==> config.mk <==
export PLATFORM = sky130hd
export DESIGN_NAME = biquad_filter_with_crossfade
export DESIGN_NICKNAME = d
export VERILOG_FILES = /design/src/rtl/core/bqx_pkg.sv /design/src/rtl/core/biquad_filter_with_crossfade.sv
export SDC_FILE = /design/constraint.sdc
export NUM_CORES = 2
export LEC_CHECK = 0
export ABC_AREA = 1
export BUFFER_PORTS_ARGS = -buffer_cell sky130_fd_sc_hd__buf_4
export CAP_MARGIN = 20
export CORE_UTILIZATION = 49
export CTS_CLUSTER_SIZE = 24
export DETAILED_ROUTE_END_ITERATION = 7
export PLACE_DENSITY = 0.74
export SYNTH_ARGS = -nofsm -noshare
export SYNTH_HDL_FRONTEND = slang
export SYNTH_SLANG_ARGS = --single-unit
==> constraint.sdc <==
create_clock -name clk -period 11.9 [get_ports clk]
set_clock_uncertainty 0.15 [all_clocks]
set_input_delay 1.19 -clock clk [delete_from_list [all_inputs] [get_ports clk]]
set_output_delay 1.19 -clock clk [all_outputs]
set_load 0.01 [all_outputs]
==> src/rtl/core/bqx_pkg.sv <==
`default_nettype none

package bqx_pkg;

  // fixed field widths
  localparam int COEF_W     = 32;
  localparam int RATIO_W    = 27;
  localparam int RATIO_FRAC = 24;
  localparam int RAMP_W     = 17;
  localparam int CFG_IDX_W  = 3;
  localparam int CFG_DATA_W = 32;

  // defaults for the top level parameters
  localparam int SAMPLE_BITS_DEF    = 24;
  localparam int COEF_FRAC_BITS_DEF = 29;

  // largest ramp step, one over 200 in Q0.24
  localparam logic [RAMP_W-1:0] RAMP_MAX = RAMP_W'(83886);

  // filter taps: three feedforward, then two feedback
  localparam int NUM_TAPS = 5;
  localparam logic [2:0] TAP_X0 = 3'd0;
  localparam logic [2:0] TAP_X1 = 3'd1;
  localparam logic [2:0] TAP_X2 = 3'd2;
  localparam logic [2:0] TAP_Y1 = 3'd3;
  localparam logic [2:0] TAP_Y2 = 3'd4;
  localparam logic [2:0] TAP_LAST = 3'(NUM_TAPS - 1);

  // register indexes of the configuration port
  typedef enum logic [CFG_IDX_W-1:0] {
    REG_FF0    = 3'd0,
    REG_FF1    = 3'd1,
    REG_FF2    = 3'd2,
    REG_FB1    = 3'd3,
    REG_FB2    = 3'd4,
    REG_BYPASS = 3'd5,
    REG_STEP   = 3'd6
  } cfg_reg_t;

  // sequencer states
  typedef enum logic [2:0] {
    S_IDLE,
    S_MAC,
    S_SUM,
    S_FILT,
    S_BMUL,
    S_BLEND
  } state_t;

endpackage

`default_nettype wire

==> src/rtl/core/biquad_filter_with_crossfade.sv <==
`default_nettype none

// channel   dir  handshake             payload
// s_        in   s_tvalid / s_tready   s_tdata: sample_in
// m_        out  m_tvalid / m_tready   m_tdata: sample_out
// cfg_      in   cfg_valid / cfg_ready cfg_index, cfg_data
//
// once a sample is accepted, the single shared multiplier sets the steps that
// follow in order before the output register loads and the next sample is taken:
// five filter products, the last sum, saturation, one blend product, blend.
// s_tready is high only while the sequencer is idle; a result waiting in the
// output register does not hold off the next sample, but the blend step waits
// for the output register to free up. cfg_ready is always high.
// rst is synchronous: coefficients clear, bypass on, ramp step at its maximum.
module biquad_filter_with_crossfade #(
  parameter int SAMPLE_BITS    = bqx_pkg::SAMPLE_BITS_DEF,
  parameter int COEF_FRAC_BITS = bqx_pkg::COEF_FRAC_BITS_DEF,
  localparam int DATA_W        = ((SAMPLE_BITS + 7) / 8) * 8
) (
  input  wire logic                           clk,
  input  wire logic                           rst,
  input  wire logic                           s_tvalid,
  output      logic                           s_tready,
  input  wire logic [DATA_W-1:0]              s_tdata,   // sample_in
  output      logic                           m_tvalid,
  input  wire logic                           m_tready,
  output      logic [DATA_W-1:0]              m_tdata,   // sample_out
  input  wire logic                           cfg_valid,
  output      logic                           cfg_ready,
  input  wire logic [bqx_pkg::CFG_IDX_W-1:0]  cfg_index,
  input  wire logic [bqx_pkg::CFG_DATA_W-1:0] cfg_data
);
  import bqx_pkg::*;

  localparam int PROD_W = COEF_W + SAMPLE_BITS + 1;
  localparam int ACC_W  = PROD_W + 3;
  localparam int BL_W   = PROD_W + 1;

  localparam logic signed [ACC_W-1:0] ACC_ROUND =
    ACC_W'(longint'(1) <<< (COEF_FRAC_BITS - 1));
  localparam logic signed [ACC_W-1:0] ACC_HI =
    ACC_W'((longint'(1) <<< (SAMPLE_BITS - 1)) - longint'(1));
  localparam logic signed [ACC_W-1:0] ACC_LO = -ACC_HI - ACC_W'(1);
  localparam logic signed [BL_W-1:0] BL_ROUND =
    BL_W'(longint'(1) <<< (RATIO_FRAC - 1));
  localparam logic signed [BL_W-1:0] BL_HI = BL_W'(ACC_HI);
  localparam logic signed [BL_W-1:0] BL_LO = BL_W'(ACC_LO);
  localparam logic signed [RATIO_W-1:0] RATIO_ONE =
    RATIO_W'(longint'(1) <<< RATIO_FRAC);

  // configuration registers
  logic signed [COEF_W-1:0] coef [NUM_TAPS];
  logic                     bypass_mode;
  logic [RAMP_W-1:0]        ramp_step;

  // filter and blend state
  logic signed [SAMPLE_BITS-1:0] x_prev1, x_prev2, y_prev1, y_prev2;
  logic                          first_pending;
  logic signed [RATIO_W-1:0]     blend_ratio;

  // datapath registers
  state_t                        state, state_next;
  logic [2:0]                    cnt;
  logic signed [SAMPLE_BITS-1:0] x_cur;
  logic signed [SAMPLE_BITS-1:0] filt;
  logic signed [PROD_W-1:0]      prod;
  logic                          prod_neg;
  logic signed [ACC_W-1:0]       acc;
  logic signed [SAMPLE_BITS-1:0] out_sample;

  // combinational signals
  logic                          s_accept, cfg_accept, out_load;
  logic signed [COEF_W-1:0]      mul_a;
  logic signed [SAMPLE_BITS:0]   mul_b;
  logic signed [PROD_W-1:0]      mul_p;
  logic signed [ACC_W-1:0]       acc_add, acc_sh;
  logic signed [SAMPLE_BITS-1:0] filt_sat;
  logic signed [SAMPLE_BITS:0]   diff;
  logic signed [BL_W-1:0]        bl_rnd, bl_sh, bl_sum;
  logic signed [SAMPLE_BITS-1:0] bl_sat;
  logic [RAMP_W-1:0]             step_eff;
  logic                          bypass_new;

  assign cfg_ready  = 1'b1;
  assign s_accept   = s_tvalid && s_tready;
  assign cfg_accept = cfg_valid && cfg_ready;
  assign m_tdata    = DATA_W'($unsigned(out_sample));

  // next state
  always_comb begin
    state_next = state;
    unique case (state)
      S_IDLE:  if (s_accept) state_next = S_MAC;
      S_MAC:   if (cnt == TAP_LAST) state_next = S_SUM;
      S_SUM:   state_next = S_FILT;
      S_FILT:  state_next = S_BMUL;
      S_BMUL:  state_next = S_BLEND;
      S_BLEND: if (out_load) state_next = S_IDLE;
      default: state_next = S_IDLE;
    endcase
  end

  // sequencer outputs and multiplier operands
  always_comb begin
    s_tready = 1'b0;
    out_load = 1'b0;
    mul_a    = coef[cnt];
    mul_b    = '0;
    unique case (state)
      S_IDLE:  s_tready = 1'b1;
      S_MAC: begin
        case (cnt)
          TAP_X0:  mul_b = {x_cur[SAMPLE_BITS-1], x_cur};
          TAP_X1:  mul_b = {x_prev1[SAMPLE_BITS-1], x_prev1};
          TAP_X2:  mul_b = {x_prev2[SAMPLE_BITS-1], x_prev2};
          TAP_Y1:  mul_b = {y_prev1[SAMPLE_BITS-1], y_prev1};
          TAP_Y2:  mul_b = {y_prev2[SAMPLE_BITS-1], y_prev2};
          default: mul_b = '0;
        endcase
      end
      S_BMUL: begin
        mul_a = COEF_W'(blend_ratio);
        mul_b = diff;
      end
      S_BLEND: out_load = !m_tvalid || m_tready;
      default: ;
    endcase
  end

  // shared multiplier
  assign mul_p = mul_a * mul_b;

  // accumulate the registered product, feedback taps subtract
  assign acc_add = prod_neg ? acc - ACC_W'(prod) : acc + ACC_W'(prod);

  // round half up already folded into acc, then drop fraction and saturate
  assign acc_sh = acc >>> COEF_FRAC_BITS;
  always_comb begin
    if (acc_sh > ACC_HI) filt_sat = SAMPLE_BITS'(ACC_HI);
    else if (acc_sh < ACC_LO) filt_sat = SAMPLE_BITS'(ACC_LO);
    else filt_sat = SAMPLE_BITS'(acc_sh);
  end

  // crossfade term
  assign diff   = {filt[SAMPLE_BITS-1], filt} - {x_cur[SAMPLE_BITS-1], x_cur};
  assign bl_rnd = BL_W'(prod) + BL_ROUND;
  assign bl_sh  = bl_rnd >>> RATIO_FRAC;
  assign bl_sum = bl_sh + BL_W'(filt);
  always_comb begin
    if (bl_sum > BL_HI) bl_sat = SAMPLE_BITS'(BL_HI);
    else if (bl_sum < BL_LO) bl_sat = SAMPLE_BITS'(BL_LO);
    else bl_sat = SAMPLE_BITS'(bl_sum);
  end

  // ramp step clamped to its legal range
  always_comb begin
    if (ramp_step == '0) step_eff = RAMP_W'(1);
    else if (ramp_step > RAMP_MAX) step_eff = RAMP_MAX;
    else step_eff = ramp_step;
  end

  // bypass value after a write, for reloading the ratio
  assign bypass_new = (cfg_index == REG_BYPASS) ? cfg_data[0] : bypass_mode;

  // control registers
  always_ff @(posedge clk) begin
    if (rst) begin
      state    <= S_IDLE;
      cnt      <= '0;
      m_tvalid <= 1'b0;
    end else begin
      state <= state_next;
      if (state == S_MAC) cnt <= cnt + 3'd1;
      else cnt <= '0;
      if (out_load) m_tvalid <= 1'b1;
      else if (m_tready) m_tvalid <= 1'b0;
    end
  end

  // filter state, ratio and configuration
  always_ff @(posedge clk) begin
    if (rst) begin
      for (int i = 0; i < NUM_TAPS; i++) coef[i] <= '0;
      bypass_mode   <= 1'b1;
      ramp_step     <= RAMP_MAX;
      x_prev1       <= '0;
      x_prev2       <= '0;
      y_prev1       <= '0;
      y_prev2       <= '0;
      first_pending <= 1'b1;
      blend_ratio   <= -RATIO_ONE;
    end else begin
      // first sample after reset or a write inside the register map seeds the history
      if (s_accept && first_pending) begin
        first_pending <= 1'b0;
        y_prev1       <= SAMPLE_BITS'(s_tdata);
        y_prev2       <= SAMPLE_BITS'(s_tdata);
        x_prev1       <= '0;
        x_prev2       <= '0;
      end
      // shift the history once the filter output is known
      if (state == S_FILT) begin
        x_prev2 <= x_prev1;
        x_prev1 <= x_cur;
        y_prev2 <= y_prev1;
        y_prev1 <= filt_sat;
      end
      // ratio ramp
      if (out_load) begin
        if (blend_ratio <= -RATIO_ONE) blend_ratio <= blend_ratio;
        else if (blend_ratio > RATIO_W'(0))
          blend_ratio <= blend_ratio - RATIO_W'(step_eff);
        else blend_ratio <= blend_ratio - RATIO_W'({step_eff, 1'b0});
      end
      // register writes
      if (cfg_accept) begin
        unique case (cfg_reg_t'(cfg_index))
          REG_FF0, REG_FF1, REG_FF2, REG_FB1, REG_FB2:
            coef[cfg_index] <= COEF_W'(cfg_data);
          REG_BYPASS: bypass_mode <= cfg_data[0];
          REG_STEP:   ramp_step   <= cfg_data[RAMP_W-1:0];
          default: ;
        endcase
        if (cfg_index <= REG_STEP) begin
          first_pending <= 1'b1;
          blend_ratio   <= bypass_new ? -RATIO_ONE : RATIO_ONE;
        end
      end
    end
  end

  // datapath registers
  always_ff @(posedge clk) begin
    if (s_accept) begin
      x_cur <= SAMPLE_BITS'(s_tdata);
      acc   <= ACC_ROUND;
    end
    unique case (state)
      S_MAC: begin
        prod     <= mul_p;
        prod_neg <= (cnt >= TAP_Y1);
        if (cnt != TAP_X0) acc <= acc_add;
      end
      S_SUM:  acc  <= acc_add;
      S_FILT: filt <= filt_sat;
      S_BMUL: prod <= mul_p;
      default: ;
    endcase
    // output select by blend region
    if (out_load) begin
      if (blend_ratio <= -RATIO_ONE) out_sample <= x_cur;
      else if (blend_ratio > RATIO_W'(0)) out_sample <= filt;
      else out_sample <= bl_sat;
    end
  end

  // an accepted sample keeps the sequencer busy on the next cycle
  a_busy_after_accept: assert property (@(posedge clk) disable iff (rst)
    s_accept |=> !s_tready)
    else $error("sequencer idle right after an accepted sample");

  // a result appears only out of the blend step
  a_out_from_blend: assert property (@(posedge clk) disable iff (rst)
    $rose(m_tvalid) |-> $past(state == S_BLEND))
    else $error("output valid rose outside the blend step");

  // without a register write the ratio never rises
  a_ratio_falls: assert property (@(posedge clk) disable iff (rst)
    !cfg_accept |=> (blend_ratio <= $past(blend_ratio)))
    else $error("blend ratio rose without a register write");

endmodule

`default_nettype wire

==> results.yml <==
timing:
  tightest_slew_ns: 1.12
  tns_ns: 0
  setup_viol: 0
  rsz0062_at_grt: "false"
  finalCritPeriodShare_pct: 92.8
  timing.slew.headroom_pct: 25.2
  timing.final.crit_period_ns: 11.05
  final_hold_viol_count: 0
  slew_viol_final: 0
  fmax_ghz: 0.0905
global_route:
  antenna_found_initial: 0
  grt_max_degree: 101
  grt_usage_pct: 32.9
  grt_pass1_wl_um: 337000
  grt_pass1_vias: 56400
  overflow: 0
cts:
  cts_made_buffers: 66
  clock-root-buffer: "clkbuf_16"
  tritoncts: "yes"
  cts_resized: 0
  clk_path_buf_depth: 3
  insertion_delay_ns: 0.67
  clkTransAtPathRegs_ns: 0.06
  holdBufCountCts: 0
  cts_sinks: 595
  htreeDepth: 3
  post_cts_buffers: 0
worst_setup_path:
  crit_path_top_delay_cell: "nand2_1"
  cp_max_fo: 66
  crit_required_ns: 12.13
  crit_type: "register to register"
  setup.worst_path.start_class: "register"
  max_stage_delay_ns: 0.76
  cp.arrival_ns: 11.28
  cp-end-kind: "register"
status:
  status: "finished clean"
floorplan:
  die_w_um: 366
  die_y_um: 366
  ioPinCount: 91
  rows: 133
  die_area_mm2: 0.134
  initial_utilization_pct: 49.4
  fp.coreArea_mm2: 0.131
routing:
  drt_wl_total_um: 222000
  drtAntennaViolNets: 0
  avgRoutedWirePerCell_um: 22.3
  drt-initial-drc-count: 5820
  via_per_inst: 5.67
  drtPass1Iterations: 6
  dr_total_vias: 56700
  drc_errors: 0
yosys:
  yosys.cell_types.count: 70
  syn-instance-count: 8123
  yosysWarnings: 0
  synth-seq-cells: 595
  synthArstFlopShare_pct: 0
  syn_area_mm2: 0.0649
  seq_area_frac_synth_pct: 24.3
  synth_edf_count: 386
  synth_area_per_cell_um2: 7.99
  ys.flop_type: "edfxtp_1"
cells_and_area:
  fin_util_pct: 53.1
  syn2layout_area_growth_pct: 7.48
  multi_input_area_mm2: 0.0425
  final_cell_mix: "nand2_1, inv_1, nor2_1"
  fillers: 12400
  nets: 9383
  final_cell_area_mm2: 0.0698
  drive_gt1_share_pct: 5.56
  insertedDiodeCount: 0
  regArea_mm2: 0.0158
  final_common_cell: "nand2_1"
job:
  drv_cap: 0
placement:
  io_buffers: 89
  place.gp.congestion: 1.04
  hpwl_um: 174000
  placed_area_mm2: 0.0676
power:
  powerDensity_mw_per_mm2: 305
  leakagePower_uw: 0.0337
  peakVddDrop_v: 0.000374
hold_path:
  hold_class: "register to register"
## where the power goes
group | internal (µW) | switching (µW) | total (µW)
registers | 2990 | 374 | 3360
logic | 5190 | 10700 | 15900
clock network | 1130 | 927 | 2060
total | 9310 | 12000 | 21300
## kinds of logic after synthesis
group,count (synthesis),synth area share [%]
muxes,1,0.0154
buffers and inverters,1816,10.9
adders and majority gates,1139,31.5
and+or+nand+nor,3139,19.6
DFF,595,24.3
AOI/OAI and AO/OA,1241,11.2
other,2,0.0116
xor gates and xnor gates,190,2.57
## sequential cells by signal, indices dropped and copies added (netlist names)
name           count
acc               60
blend_ratio       27
bypass_mode        1
cnt                3
coef             256
filt              24
first_pending      1
m_tdata           24
m_tvalid           1
prod              57
prod_neg           1
ramp_step         17
state              3
x_cur             24
x_prev1           24
x_prev2           24
y_prev1           24
y_prev2           24
## synth_stat cells, drive strengths merged (2+ instances only)
cell	count	area share, %
a22o	2	0.027
a21o	28	0.32
nor2	904	5.4
o311ai	7	0.094
and3	6	0.058
xor2	137	1.9
nand2	1891	11
a221oi	110	1.5
nand4	40	0.39
fa	825	25
nand3b	9	0.11
o41ai	5	0.067
conb	2	0.012
clkinv	7	0.040
edfxtp	386	18
buf	149	1.2
dfxtp	209	6.4
o21ai	391	3.1
and2	6	0.058
a311o	3	0.046
or2	13	0.13
a32o	4	0.062
inv	1517	8.8
o2111ai	6	0.081
ha	314	6.1
a21boi	10	0.12
o22ai	31	0.30
o21a	6	0.069
o211ai	24	0.28
a211oi	10	0.12
nand3	179	1.5
o221ai	5	0.067
a31oi	68	0.66
nor4	32	0.33
o31ai	7	0.089
o21bai	25	0.29
clkbuf	143	0.83
nor3	57	0.50
xnor2	53	0.71
a21oi	485	3.8
a22oi	10	0.12
## per-stage QoR
step                hold WS, ns  setup WS [ns]  power [µW]  cells
floorplan                 0.283           3.51       13700   8218
global placement          0.294           1.13       18700   9864
detailed placement        0.296           1.10       18900   9864
CTS                       0.307           1.07       21000   9983
global route              0.319          0.724       22900   9986
finish                    0.310          0.854       21300   9986
## routing by layer
metal	up-vias	GRT usage, %	share of wire, %
met3	589	7.23	10
met5	-	0	0
met2	2910	51.4	44
li1	25600	-	-
met1	27600	43.3	40
met4	0	16.2	5.8
## worst max-delay path, delay by kind of cell (launching register included)
family          cells  cell delay, ns
fa+ha+maj           8            4.11
compound gates      8            2.14
simple gates        5            1.91
buf+inv             9            1.85
flops               1            0.38
xor+xnor            1            0.12
## path summary, 6_finish.rpt
check                         start                 end  slack, ns  depth (start not counted)
setup reg to reg  cnt[0]$_SDFF_PP0_  prod[49]$_DFFE_PN_       0.85                         31
setup / recovery  cnt[0]$_SDFF_PP0_  prod[49]$_DFFE_PN_       0.85                         31
hold reg to reg     acc[15]$_DFF_P_     acc[15]$_DFF_P_       0.31                          2
hold / removal      acc[15]$_DFF_P_     acc[15]$_DFF_P_       0.31                          2
## area by class of cell
type / count / share of cell area [%]
multi-input combinational: 5807 / 60.9
sequential: 595 / 22.6
inverter: 1524 / 8.21
tap: 1755 / 3.15
clock buffer: 81 / 2.57
timing repair buffer: 186 / 2.04
clock inverter: 38 / 0.489
Power figures use the tool's default switching activity.
